**src/hdl/hcbd_pkg.sv**
```systemverilog
// ----------------------------------------------------------------------------
// hcbd_pkg
// Types and constants for the chunked body decoder.
// ----------------------------------------------------------------------------
`default_nettype none

package hcbd_pkg;

  localparam logic [2:0] PH_SIZE     = 3'd0;
  localparam logic [2:0] PH_EXT      = 3'd1;
  localparam logic [2:0] PH_DATA     = 3'd2;
  localparam logic [2:0] PH_SKIP     = 3'd3;
  localparam logic [2:0] PH_FINISHED = 3'd4;
  localparam logic [2:0] PH_FAILED   = 3'd5;

  localparam logic [7:0] CH_CR   = 8'h0D;
  localparam logic [7:0] CH_LF   = 8'h0A;
  localparam logic [7:0] CH_SEMI = 8'h3B;

  localparam logic [1:0] TRAILER_LEN = 2'd2;

  localparam logic [1:0] ST_ZERO_CHUNK = 2'd0;
  localparam logic [1:0] ST_BETWEEN    = 2'd1;
  localparam logic [1:0] ST_TRUNCATED  = 2'd2;
  localparam logic [1:0] ST_BAD_LINE   = 2'd3;

  typedef struct packed {
    logic [2:0] phase;
    logic       digit_seen;
    logic       line_bad;
    logic       pending_cr;
    logic [1:0] skip_left;
    logic [1:0] final_code;
  } ctl_t;

  typedef struct packed {
    logic [7:0] out_byte;
    logic       out_valid;
    logic       chunk_end;
    logic       done_res;
    logic [1:0] end_status;
  } res_t;

endpackage

`default_nettype wire

```
**src/hdl/hcbd_in_if.sv**
```systemverilog
// ----------------------------------------------------------------------------
// hcbd_in_if
// Body word channel: one raw body byte and its last flag.
// ----------------------------------------------------------------------------
`default_nettype none

interface hcbd_in_if;
  logic       valid;
  logic       ready;
  logic [7:0] body_byte;
  logic       body_last;

  modport source (output valid, output body_byte, output body_last, input ready);
  modport sink   (input valid, input body_byte, input body_last, output ready);
endinterface

`default_nettype wire

```
**src/hdl/hcbd_out_if.sv**
```systemverilog
// ----------------------------------------------------------------------------
// hcbd_out_if
// Result word channel: decoded byte, chunk and end flags, end status.
// ----------------------------------------------------------------------------
`default_nettype none

interface hcbd_out_if;
  logic       valid;
  logic       ready;
  logic [7:0] out_byte;
  logic       out_valid;
  logic       chunk_end;
  logic       done_res;
  logic [1:0] end_status;

  modport source (output valid, output out_byte, output out_valid, output chunk_end,
                  output done_res, output end_status, input ready);
  modport sink   (input valid, input out_byte, input out_valid, input chunk_end,
                  input done_res, input end_status, output ready);
endinterface

`default_nettype wire

```
**src/hdl/http_chunked_body_decoder_top.sv**
```systemverilog
// ----------------------------------------------------------------------------
// http_chunked_body_decoder_top
// Chunked body decoder: parses hex size lines and passes chunk payload bytes.
// ----------------------------------------------------------------------------
//  port    dir   word contents
//  body    in    body_byte[7:0], body_last
//  result  out   out_byte[7:0], out_valid, chunk_end, done_res, end_status[1:0]
//
//  One body word in, one result word out, one word per cycle while result.ready holds.
//  Each word passes through the combinational decode step into the result register.
//  A result stalled on result.ready holds the register; body.ready drops only then.
//  Synchronous reset returns the parser to the start of a size line.
//  The last word of a body returns the parser to that state as well.
// ----------------------------------------------------------------------------
`default_nettype none

module http_chunked_body_decoder_top #(
  parameter int SIZE_BITS = 32
) (
  input  logic        clk,
  input  logic        rst,
  hcbd_in_if.sink     body,
  hcbd_out_if.source  result
);

  hcbd_pkg::ctl_t        ctl;
  hcbd_pkg::ctl_t        ctl_next;
  logic [SIZE_BITS-1:0]  size_accum;
  logic [SIZE_BITS-1:0]  size_accum_next;
  logic [SIZE_BITS-1:0]  bytes_left;
  logic [SIZE_BITS-1:0]  bytes_left_next;
  hcbd_pkg::res_t        res_next;
  hcbd_pkg::res_t        res;
  logic                  res_valid;
  logic                  accept;

  assign body.ready = !res_valid || result.ready;
  assign accept     = body.valid && body.ready;

  hcbd_step #(.SIZE_BITS(SIZE_BITS)) u_step (
    .ctl             (ctl),
    .size_accum      (size_accum),
    .bytes_left      (bytes_left),
    .body_byte       (body.body_byte),
    .body_last       (body.body_last),
    .ctl_next        (ctl_next),
    .size_accum_next (size_accum_next),
    .bytes_left_next (bytes_left_next),
    .res             (res_next)
  );

  always_ff @(posedge clk) begin
    if (rst) begin
      ctl        <= '{hcbd_pkg::PH_SIZE, 1'b0, 1'b0, 1'b0, 2'd0, 2'd0};
      size_accum <= '0;
      bytes_left <= '0;
      res_valid  <= 1'b0;
    end else begin
      if (accept) begin
        ctl        <= ctl_next;
        size_accum <= size_accum_next;
        bytes_left <= bytes_left_next;
        res_valid  <= 1'b1;
      end else if (result.ready) begin
        res_valid  <= 1'b0;
      end
    end
  end

  always_ff @(posedge clk) begin
    if (accept) begin
      res <= res_next;
    end
  end

  assign result.valid      = res_valid;
  assign result.out_byte   = res.out_byte;
  assign result.out_valid  = res.out_valid;
  assign result.chunk_end  = res.chunk_end;
  assign result.done_res   = res.done_res;
  assign result.end_status = res.end_status;

  a_chunk_end_has_byte: assert property (@(posedge clk) disable iff (rst)
    res_valid |-> (!res.chunk_end || res.out_valid))
    else $error("chunk end without payload byte");

  a_status_only_at_done: assert property (@(posedge clk) disable iff (rst)
    (res_valid && !res.done_res) |-> (res.end_status == hcbd_pkg::ST_ZERO_CHUNK))
    else $error("end status outside body end");

  a_data_count_live: assert property (@(posedge clk) disable iff (rst)
    (ctl.phase == hcbd_pkg::PH_DATA) |-> (bytes_left != '0))
    else $error("payload phase with zero count");

  a_last_restarts: assert property (@(posedge clk) disable iff (rst)
    (accept && body.body_last) |=>
      (ctl.phase == hcbd_pkg::PH_SIZE && size_accum == '0 && !ctl.pending_cr))
    else $error("parser not restarted after body end");

endmodule

`default_nettype wire

```
**src/hdl/hcbd_step.sv**
```systemverilog
// ----------------------------------------------------------------------------
// hcbd_step
// Next-state and result logic for one body byte.
// ----------------------------------------------------------------------------
`default_nettype none

module hcbd_step #(
  parameter int SIZE_BITS = 32
) (
  input  hcbd_pkg::ctl_t         ctl,
  input  logic [SIZE_BITS-1:0]   size_accum,
  input  logic [SIZE_BITS-1:0]   bytes_left,
  input  logic [7:0]             body_byte,
  input  logic                   body_last,
  output hcbd_pkg::ctl_t         ctl_next,
  output logic [SIZE_BITS-1:0]   size_accum_next,
  output logic [SIZE_BITS-1:0]   bytes_left_next,
  output hcbd_pkg::res_t         res
);

  logic       hex_ok;
  logic [3:0] hex_val;
  logic       line_done;
  logic [1:0] skip_dec;

  always_comb begin
    hex_ok  = 1'b1;
    hex_val = 4'd0;
    if (body_byte >= 8'h30 && body_byte <= 8'h39) begin
      hex_val = 4'(body_byte - 8'h30);
    end else if (body_byte >= 8'h61 && body_byte <= 8'h66) begin
      hex_val = 4'(body_byte - 8'h57);
    end else if (body_byte >= 8'h41 && body_byte <= 8'h46) begin
      hex_val = 4'(body_byte - 8'h37);
    end else begin
      hex_ok = 1'b0;
    end
  end

  always_comb begin
    ctl_next        = ctl;
    size_accum_next = size_accum;
    bytes_left_next = bytes_left;
    res             = '0;
    line_done       = 1'b0;
    skip_dec        = ctl.skip_left - 2'd1;
    case (ctl.phase)
      hcbd_pkg::PH_SIZE, hcbd_pkg::PH_EXT: begin
        if (ctl.pending_cr) begin
          ctl_next.pending_cr = 1'b0;
          if (body_byte == hcbd_pkg::CH_LF) begin
            line_done = 1'b1;
            if (ctl.line_bad || !ctl.digit_seen) begin
              ctl_next.phase      = hcbd_pkg::PH_FAILED;
              ctl_next.final_code = hcbd_pkg::ST_BAD_LINE;
            end else if (size_accum == '0) begin
              ctl_next.phase      = hcbd_pkg::PH_FINISHED;
              ctl_next.final_code = hcbd_pkg::ST_ZERO_CHUNK;
            end else begin
              ctl_next.phase  = hcbd_pkg::PH_DATA;
              bytes_left_next = size_accum;
            end
            size_accum_next     = '0;
            ctl_next.digit_seen = 1'b0;
            ctl_next.line_bad   = 1'b0;
          end else if (ctl.phase == hcbd_pkg::PH_SIZE) begin
            ctl_next.line_bad = 1'b1;
          end
        end
        if (!line_done) begin
          if (body_byte == hcbd_pkg::CH_CR) begin
            ctl_next.pending_cr = 1'b1;
          end else if (ctl.phase == hcbd_pkg::PH_SIZE) begin
            if (body_byte == hcbd_pkg::CH_SEMI) begin
              ctl_next.phase = hcbd_pkg::PH_EXT;
            end else if (!hex_ok) begin
              ctl_next.line_bad = 1'b1;
            end else begin
              ctl_next.digit_seen = 1'b1;
              if (!ctl_next.line_bad) begin
                if (size_accum[SIZE_BITS-1 -: 4] != 4'd0) begin
                  ctl_next.line_bad = 1'b1;
                end else begin
                  size_accum_next = {size_accum[SIZE_BITS-5:0], hex_val};
                end
              end
            end
          end
        end
      end
      hcbd_pkg::PH_DATA: begin
        res.out_byte    = body_byte;
        res.out_valid   = 1'b1;
        bytes_left_next = bytes_left - SIZE_BITS'(1);
        if (bytes_left == SIZE_BITS'(1)) begin
          res.chunk_end      = 1'b1;
          ctl_next.phase     = hcbd_pkg::PH_SKIP;
          ctl_next.skip_left = hcbd_pkg::TRAILER_LEN;
        end
      end
      hcbd_pkg::PH_SKIP: begin
        ctl_next.skip_left = skip_dec;
        if (skip_dec == 2'd0) begin
          ctl_next.phase = hcbd_pkg::PH_SIZE;
        end
      end
      default: begin
      end
    endcase

    if (body_last) begin
      res.done_res = 1'b1;
      if (ctl_next.phase == hcbd_pkg::PH_FINISHED || ctl_next.phase == hcbd_pkg::PH_FAILED) begin
        res.end_status = ctl_next.final_code;
      end else if (ctl_next.phase == hcbd_pkg::PH_DATA) begin
        res.end_status = hcbd_pkg::ST_TRUNCATED;
      end else begin
        res.end_status = hcbd_pkg::ST_BETWEEN;
      end
      ctl_next            = '0;
      ctl_next.phase      = hcbd_pkg::PH_SIZE;
      size_accum_next     = '0;
      bytes_left_next     = '0;
    end
  end

endmodule

`default_nettype wire

```
**src/flat_wrapper.sv**
```systemverilog
// flat-port wrapper written by rule: the top's interface ports become plain ports
module http_chunked_body_decoder_top_flat 
#(
  parameter int SIZE_BITS = 32
)
  (clk, rst, body_valid, body_body_byte, body_body_last, body_ready, result_valid, result_out_byte, result_out_valid, result_chunk_end, result_done_res, result_end_status, result_ready);
  hcbd_in_if body_i ();
  hcbd_out_if result_i ();
  input  logic clk;
  input  logic rst;
  input wire logic [$bits(body_i.valid)-1:0] body_valid;
  input wire logic [$bits(body_i.body_byte)-1:0] body_body_byte;
  input wire logic [$bits(body_i.body_last)-1:0] body_body_last;
  output wire logic [$bits(body_i.ready)-1:0] body_ready;
  output wire logic [$bits(result_i.valid)-1:0] result_valid;
  output wire logic [$bits(result_i.out_byte)-1:0] result_out_byte;
  output wire logic [$bits(result_i.out_valid)-1:0] result_out_valid;
  output wire logic [$bits(result_i.chunk_end)-1:0] result_chunk_end;
  output wire logic [$bits(result_i.done_res)-1:0] result_done_res;
  output wire logic [$bits(result_i.end_status)-1:0] result_end_status;
  input wire logic [$bits(result_i.ready)-1:0] result_ready;
  assign body_i.valid = body_valid;
  assign body_i.body_byte = body_body_byte;
  assign body_i.body_last = body_body_last;
  assign body_ready = body_i.ready;
  assign result_valid = result_i.valid;
  assign result_out_byte = result_i.out_byte;
  assign result_out_valid = result_i.out_valid;
  assign result_chunk_end = result_i.chunk_end;
  assign result_done_res = result_i.done_res;
  assign result_end_status = result_i.end_status;
  assign result_i.ready = result_ready;
  http_chunked_body_decoder_top #(.SIZE_BITS(SIZE_BITS)) u_core (.clk(clk), .rst(rst), .body(body_i), .result(result_i));
endmodule
```
**config.mk**
```make
export PLATFORM = sky130hd
export DESIGN_NAME = http_chunked_body_decoder_top_flat
export DESIGN_NICKNAME = d
export VERILOG_FILES = /design/src/hdl/hcbd_pkg.sv /design/src/hdl/hcbd_in_if.sv /design/src/hdl/hcbd_out_if.sv /design/src/hdl/http_chunked_body_decoder_top.sv /design/src/hdl/hcbd_step.sv /design/src/flat_wrapper.sv
export SDC_FILE = /design/constraint.sdc
export NUM_CORES = 1
export LEC_CHECK = 0
export BUFFER_PORTS_ARGS = -buffer_cell sky130_fd_sc_hd__buf_2
export CORE_MARGIN = 2
export CORE_UTILIZATION = 45
export DETAILED_ROUTE_END_ITERATION = 12
export GPL_ROUTABILITY_DRIVEN = 1
export MAX_ROUTING_LAYER = met4
export PLACE_DENSITY_LB_ADDON = 0.12
export SYNTH_ARGS = -nofsm -noshare
export SYNTH_HDL_FRONTEND = slang
export SYNTH_HIERARCHICAL = 1
export SYNTH_SLANG_ARGS = --single-unit
export TNS_END_PERCENT = 100
```
**constraint.sdc**
```tcl
create_clock -name clk -period 2 [get_ports clk]
set_clock_uncertainty 0.2 [all_clocks]
set_input_delay 0.1 -clock clk [delete_from_list [all_inputs] [get_ports clk]]
set_output_delay 0.1 -clock clk [all_outputs]
set_load 0.005 [all_outputs]
```
==> impl_metrics.env, run 1 <==
export IMPL_timing_slew_headroom_pct=61.80
export IMPL_globalplace_congestion=0.9131
export IMPL_start_kind="register"
export IMPL_fin_ws_ns=-0.3809
export IMPL_wl_per_cell_um=20.89
export IMPL_layout_drive_gt1_share_pct=45.42
export IMPL_critical_path_top_cell_by_count="sky130_fd_sc_hd__buf_4"
export IMPL_postSynth_asyncResetShare_pct=0
export IMPL_synth_nets=820
export IMPL_grt_util_all_layers_pct=31.70
export IMPL_ys_flop_type="sky130_fd_sc_hd__dfxtp_1"
export IMPL_avgSynthCellArea_um2=8.206
export IMPL_violations="setup timing"
export IMPL_setup_viol_count_final=74
export IMPL_io_pin_count=28
export IMPL_vias_per_cell=6.374
export IMPL_peakVddDrop_mv=0.4024
export IMPL_nNetsFinal=998
export IMPL_globalRoute_totalOverflow=0
export IMPL_critPathSlowestCell="sky130_fd_sc_hd__dfxtp_2"
export IMPL_synth_seq_cells=88
export IMPL_first_pass_grt_wire_length_um=38850
export IMPL_run_status="finished, violations left"
export IMPL_place_hpwl_um=15810
export IMPL_finalCriticalPeriod_ns=2.381
export IMPL_floorplan_initialDensity_pct=45.69
export IMPL_cts_reportedPaths_clkPinSlew_ns=0.07
export IMPL_firstDrtPassIters=5
export IMPL_layout_cells_most_common="sky130_fd_sc_hd__buf_4"
export IMPL_num_vias=7439
export IMPL_cells_after_synthesis=800
export IMPL_slew_viol_final=0
export IMPL_grt_start_max_net_pins=94
export IMPL_number_of_drc_violations_after_detailed_routing_iteration_0=737
export IMPL_die_width_um=124.8
export IMPL_ctsLongestPathBuffers=2
export IMPL_ys_types=93
export IMPL_path_class="register to register"
export IMPL_cts_buffers_inserted=9
export IMPL_critical_path_top_delay_family="simple AND/OR/NAND/NOR gates"
export IMPL_holdCritPathClass="input pin to register"
export IMPL_via_count_of_the_first_global_routing_pass=7196
export IMPL_worst_slew_pin_transition_ns=0.5712
export IMPL_drtAntennaViolNets=0
export IMPL_post_route_period_util_pct=119.0
export IMPL_buffer_ports_inserted=27
export IMPL_unrepaired_setup_endpoints_after_global_routing="true"
export IMPL_whs_ns=0.004068
export IMPL_drc=0
export IMPL_synth_seq_area_share_pct=28.82
export IMPL_dp_slack_ns=-0.4852
export IMPL_core_outline_area_um2=14370
export IMPL_worstSkewPairLatency_ns=0.36
export IMPL_areaGrowthSynthToFinish_pct=43.47
export IMPL_timing_critical_path_required_ns=2.09
export IMPL_critPathArrivalTime_ns=2.47
export IMPL_highest_count_cells_in_the_layout_ignoring_fill_and_taps="167 x sky130_fd_sc_hd__buf_4, 79 x sky130_fd_sc_hd__a21oi_1, 72 x sky130_fd_sc_hd__nand3_1"
export IMPL_routed_wirelength_um=24370
export IMPL_cap_violations=0
export IMPL_synth_edf_count=13
export IMPL_power_per_cell_area_nw_per_um2=425.2
export IMPL_worst_setup_path_end_kind="register"
export IMPL_cellLeakagePower_nw=3.634
export IMPL_warnings_synthesis=6
export IMPL_timing_final_hold_violations=0
export IMPL_clockRootBuffer="sky130_fd_sc_hd__clkbuf_16"
export IMPL_max_stage_delay_ns=0.34
export IMPL_layoutNonFillerInstCount=1167
export IMPL_grt_antenna_before_repair=1
export IMPL_placed_cells=1105
export IMPL_die_height_um=124.8
export IMPL_critical_path_n_buffers_inverters=3
export IMPL_core_rowCount=44
export IMPL_numClockSinks=88
export IMPL_htree_levels=3
export IMPL_area_enclosed_by_the_die_boundary_um2=15570
export IMPL_timing_critical_path_fanout_max=5
export IMPL_clock_fmax_mhz=420.0
export IMPL_path_cells="nor4_4, buf_4, nand4_1, buf_4, o211ai_4, buf_12, mux2_4, a31oi_1, nand3_1, a21oi_1"
export IMPL_tritoncts="built"
export IMPL_synthesis_area_um2=6565
-- layer usage --
metal / vias up / global-route usage [%] / wire [um]
met5: - / - / 0
met4: 0 / 12.43 / 689
met3: 55 / 5.241 / 1695
met2: 318 / 48.92 / 11350
met1: 3640 / 41.64 / 10640
li1: 3426 / - / -
-- Yosys cell counts (all sizes together), types with 3 or more instances --
| cell type | instances | area (um2) |
|---|---|---|
| a21oi | 112 | 575.6 |
| nand3 | 91 | 455.4 |
| dfxtp | 75 | 1501 |
| a21bo | 74 | 740.7 |
| nor2 | 43 | 168.9 |
| buf | 41 | 257.8 |
| clkbuf | 36 | 135.1 |
| nand2 | 35 | 131.4 |
| a22o | 28 | 245.2 |
| o21ai | 24 | 123.9 |
| nor4 | 20 | 197.7 |
| a31oi | 19 | 118.9 |
| inv | 16 | 60.05 |
| o22ai | 16 | 100.1 |
| and2 | 13 | 81.33 |
| edfxtp | 13 | 390.4 |
| mux2i | 13 | 130.1 |
| nor3 | 13 | 76.33 |
| nand4 | 11 | 75.07 |
| and4 | 8 | 70.07 |
| ha | 7 | 87.58 |
| a22oi | 6 | 45.04 |
| o211ai | 5 | 56.30 |
| a21o | 4 | 30.03 |
| o31ai | 4 | 30.03 |
| o32ai | 4 | 35.03 |
| a211oi | 3 | 32.53 |
| a21boi | 3 | 26.27 |
| a221oi | 3 | 26.28 |
| a41oi | 3 | 26.28 |
| o311ai | 3 | 26.28 |
| o41ai | 3 | 26.28 |
-- through the flow --
stage | TNS [ns] | cell area (um2) | power (W) | utilization [%]
final | -17.47 | 9419 | 0.004005 | 65.55
after global routing | -23.88 | 9419 | 0.004118 | 65.55
after floorplan | -2.839 | 6720 | 0.002078 | -
after detailed placement | -24.65 | 8049 | 0.002229 | 56.02
after CTS | -17.59 | 9082 | 0.004005 | 63.21
after global placement | -22.92 | 8049 | 0.002219 | 56.02
-- area by class of cell --
| cell class | count | area, um2 |
|---|---|---|
| antenna | 1 | 2.502 |
| clock buffer | 10 | 250.2 |
| inverter | 16 | 62.56 |
| timing repair buffer | 244 | 2135 |
| multi-input combinational | 619 | 4781 |
| fill | 1185 | 4950 |
| tap | 184 | 230.2 |
| clock inverter | 5 | 41.29 |
| sequential | 88 | 1917 |
-- report_power, final --
group | internal (W) | total (W) | leakage [nW] | switching (W)
registers | 0.00180 | 0.00181 | 0.744 | 0.00000602
logic | 0.000175 | 0.000470 | 2.75 | 0.000295
clock network | 0.000919 | 0.00172 | 0.136 | 0.000806
total | 0.00290 | 0.00400 | 3.63 | 0.00111
-- cells by family (layout without fill, tap and decap cells) --
| kind of cell | after synthesis | in the layout | share of synthesized area, % |
|---|---|---|---|
| flip-flops | 88 | 88 | 28.82 |
| adder cells (fa/ha/maj) | 7 | 7 | 1.334 |
| AO/OA/AOI/OAI | 334 | 334 | 37.60 |
| buffers and inverters | 93 | 275 | 6.899 |
| multiplexers | 14 | 14 | 2.154 |
| XOR/XNOR | 2 | 2 | 0.2669 |
| AND/OR/NAND/NOR | 262 | 262 | 22.93 |
| other | 0 | 1 | 0 |
-- worst reg2reg max path, stage by stage (launching register included) --
cell,delay [ns]
sky130_fd_sc_hd__dfxtp_2,0.34
sky130_fd_sc_hd__nor4_4,0.31
sky130_fd_sc_hd__buf_4,0.17
sky130_fd_sc_hd__nand4_1,0.10
sky130_fd_sc_hd__buf_4,0.18
sky130_fd_sc_hd__o211ai_4,0.18
sky130_fd_sc_hd__buf_12,0.15
sky130_fd_sc_hd__mux2_4,0.30
sky130_fd_sc_hd__a31oi_1,0.16
sky130_fd_sc_hd__nand3_1,0.09
sky130_fd_sc_hd__a21oi_1,0.13
-- sequential cells by signal, summed over array words and instances, names as in the netlist --
register / count
u_core/result.done_res: 1
u_core/ctl: 10
u_core/result.out_byte: 8
u_core/size_accum: 32
u_core/result.valid: 1
u_core/result.chunk_end: 1
u_core/result.out_valid: 1
u_core/bytes_left: 32
u_core/result.end_status: 2
-- path summary, 6_finish.rpt --
check / end / start / slack [ns] / depth (start not counted)
max: u_core/bytes_left[28]$_SDFFE_PP0P_ / u_core/size_accum[14]$_SDFFE_PP0P_ / -0.38 / 10
min: u_core/bytes_left[23]$_SDFFE_PP0P_ / rst / 0.004 / 2
max reg2reg: u_core/bytes_left[28]$_SDFFE_PP0P_ / u_core/size_accum[14]$_SDFFE_PP0P_ / -0.38 / 10
min reg2reg: u_core/ctl[1]$_SDFFE_PP0P_ / u_core/ctl[1]$_SDFFE_PP0P_ / 0.39 / 2
-- repair_timing --
item,CTS,global route
hold endpoints to repair,16,0
setup endpoints to repair,74,75
cloned,6,1
pin swaps,54,52
hold buffers,8,0
gates resized for setup,80,72
setup buffers,24,13
No activity file was read; power rests on OpenSTA's default activity.
==> run 2: changes to the inputs <==
--- a/config.mk
+++ b/config.mk
@@ -5,10 +5,10 @@
 export SDC_FILE = /design/constraint.sdc
 export NUM_CORES = 1
 export LEC_CHECK = 0
-export BUFFER_PORTS_ARGS = -buffer_cell sky130_fd_sc_hd__buf_2
 export CORE_MARGIN = 2
 export CORE_UTILIZATION = 45
 export DETAILED_ROUTE_END_ITERATION = 12
+export DONT_BUFFER_PORTS = 1
 export GPL_ROUTABILITY_DRIVEN = 1
 export MAX_ROUTING_LAYER = met4
 export PLACE_DENSITY_LB_ADDON = 0.12
==> impl_metrics.env, run 2 (synthesized netlist as in run 1, its figures left out) <==
export IMPL_wl_per_cell_um=21.95
export IMPL_tritoncts="built"
export IMPL_critPathSlowestCell="sky130_fd_sc_hd__dfxtp_2"
export IMPL_cellLeakagePower_nw=3.475
export IMPL_highest_count_cells_in_the_layout_ignoring_fill_and_taps="151 x sky130_fd_sc_hd__buf_4, 78 x sky130_fd_sc_hd__nand3_1, 71 x sky130_fd_sc_hd__a21oi_1"
export IMPL_areaGrowthSynthToFinish_pct=39.47
export IMPL_ctsHoldBuffers=13
export IMPL_number_of_drc_violations_after_detailed_routing_iteration_0=871
export IMPL_critPathArrivalTime_ns=2.54
export IMPL_vias_per_cell=6.595
export IMPL_start_kind="register"
export IMPL_setup_viol_count_final=74
export IMPL_post_route_period_util_pct=122.0
export IMPL_critical_path_n_buffers_inverters=3
export IMPL_critical_path_top_delay_family="simple AND/OR/NAND/NOR gates"
export IMPL_met1_use_gr_pct=41.37
export IMPL_path_class="register to register"
export IMPL_dp_slack_ns=-0.4991
export IMPL_antenna_cells=0
export IMPL_buffer_ports_inserted=0
export IMPL_area_enclosed_by_the_die_boundary_um2=15570
export IMPL_firstDrtPassIters=5
export IMPL_worst_slew_pin_transition_ns=0.7068
export IMPL_numClockSinks=88
export IMPL_grt_met3_usage_pct=3.952
export IMPL_die_height_um=124.8
export IMPL_die_width_um=124.8
export IMPL_violations="hold timing, setup timing"
export IMPL_routed_wirelength_um=24630
export IMPL_globalplace_congestion=0.8892
export IMPL_worstSkewPairLatency_ns=0.36
export IMPL_grt_util_all_layers_pct=31.24
export IMPL_final_setup_tns_ns=-20.36
export IMPL_drc=0
export IMPL_layout_top_registers="u_core/bytes_left (32), u_core/size_accum (32), u_core/ctl (10)"
export IMPL_place_hpwl_um=15100
export IMPL_cap_violations=0
export IMPL_layout_cells_most_common="sky130_fd_sc_hd__buf_4"
export IMPL_grt_start_max_net_pins=151
export IMPL_drtAntennaViolNets=0
export IMPL_worst_setup_path_end_kind="register"
export IMPL_core_rowCount=44
export IMPL_fillerInstances=1196
export IMPL_grt_antenna_before_repair=0
export IMPL_ctsLongestPathBuffers=2
export IMPL_fin_ws_ns=-0.4397
export IMPL_area_of_combinational_cells_with_multiple_inputs_um2=4793
export IMPL_cts_reportedPaths_clkPinSlew_ns=0.07
export IMPL_clock_fmax_mhz=409.9
export IMPL_run_status="finished, violations left"
export IMPL_timing_final_hold_violations=73
export IMPL_first_pass_grt_wire_length_um=38170
export IMPL_globalRoute_totalOverflow=0
export IMPL_peakVddDrop_mv=0.3884
export IMPL_io_pin_count=28
export IMPL_power_per_cell_area_nw_per_um2=432.4
export IMPL_holdCritPathClass="input pin to register"
export IMPL_via_count_of_the_first_global_routing_pass=7046
export IMPL_timing_critical_path_fanout_max=4
export IMPL_layout_drive_gt1_share_pct=42.96
export IMPL_register_area_um2=1909
export IMPL_global_route_usage_met2_pct=48.22
export IMPL_core_outline_area_um2=14370
export IMPL_nNetsFinal=953
export IMPL_timing_slew_headroom_pct=52.73
export IMPL_globalRoute_busiestLayer="met2"
export IMPL_htree_levels=3
export IMPL_cts_buffers_inserted=9
export IMPL_path_cells="nor4_4, buf_4, nand4_1, buf_6, o211ai_4, buf_12, mux2_4, a31oi_4, nand3_2, a21oi_2"
export IMPL_whs_ns=-0.4077
export IMPL_clockRootBuffer="sky130_fd_sc_hd__clkbuf_16"
export IMPL_max_stage_delay_ns=0.34
export IMPL_finalCriticalPeriod_ns=2.440
export IMPL_floorplan_initialDensity_pct=45.69
export IMPL_num_vias=7400
export IMPL_slew_viol_final=0
export IMPL_timing_critical_path_required_ns=2.10
export IMPL_unrepaired_setup_endpoints_after_global_routing="true"
==> run 2: changes by cell type in the layout (fill, tap and decap cells not counted), sizes merged <==
cell         previous run  this run
clkinv                  3         1
inv                    16        18
bufinv                  0         1
dlygate4sd3             8        12
buf                   236       185
diode                   1         0
clkbuf                 10        12
==> run 2: layout make-up <==
class                   count  area share, %
well taps                 184          2.514
flip-flops and latches     88          20.85
multi-input cells         619          52.35
repair buffers            199          20.27
clock buffers              10          2.610
inverters                  16         0.6832
clock inverters             6         0.7242
==> run 2: final timing paths <==
path                                          start                                 end  slack (ns)  cells past startpoint
setup / recovery  u_core/size_accum[8]$_SDFFE_PP0P_  u_core/bytes_left[28]$_SDFFE_PP0P_       -0.44                     10
hold / removal                                  rst          u_core/ctl[7]$_SDFFE_PP0P_       -0.41                      1
setup reg to reg  u_core/size_accum[8]$_SDFFE_PP0P_  u_core/bytes_left[28]$_SDFFE_PP0P_       -0.44                     10
hold reg to reg          u_core/ctl[1]$_SDFFE_PP0P_          u_core/ctl[1]$_SDFFE_PP0P_        0.38                      2
==> run 2: worst register-to-register path, stage by stage (launching register included) <==
cell                       delay [ns]
sky130_fd_sc_hd__dfxtp_2         0.34
sky130_fd_sc_hd__nor4_4          0.27
sky130_fd_sc_hd__buf_4           0.15
sky130_fd_sc_hd__nand4_1         0.19
sky130_fd_sc_hd__buf_6           0.19
sky130_fd_sc_hd__o211ai_4        0.19
sky130_fd_sc_hd__buf_12          0.16
sky130_fd_sc_hd__mux2_4          0.31
sky130_fd_sc_hd__a31oi_4         0.16
sky130_fd_sc_hd__nand3_2         0.09
sky130_fd_sc_hd__a21oi_2         0.13
==> run 2: power by group <==
group	internal, W	leakage, nW	switching, W
combinational	0.000137	2.59	0.000191
clock	0.00101	0.146	0.000807
sequential	0.00181	0.742	0.0000104
total	0.00295	3.47	0.00101
==> run 2: metal layers <==
layer | wire length [um] | vias up
li1 | - | 3339
met1 | 10550 | 3657
met5 | 0 | -
met4 | 707 | 0
met2 | 11630 | 341
met3 | 1732 | 63
==> run 2: repair_timing <==
| action | in CTS | in global routing |
|---|---|---|
| resized for setup | 73 | 69 |
| setup buffers | 18 | 6 |
| hold endpoints to repair | 85 | 73 |
| pin swaps | 54 | 45 |
| endpoints found under the setup margin | 73 | 75 |
| cloned | 6 | 2 |
==> run 2: per-stage QoR <==
stage          area, um2  cells  power (W)  util [%]
3_5_place_dp        7791   1067   0.002073     54.22
2_1_floorplan       6720    800   0.002078         -
4_1_cts             8800   1118   0.003953     61.24
6_report            9156   1122   0.003960     63.72
5_1_grt             9156   1122   0.004069     63.72
3_3_place_gp        7791   1067   0.002067     54.22
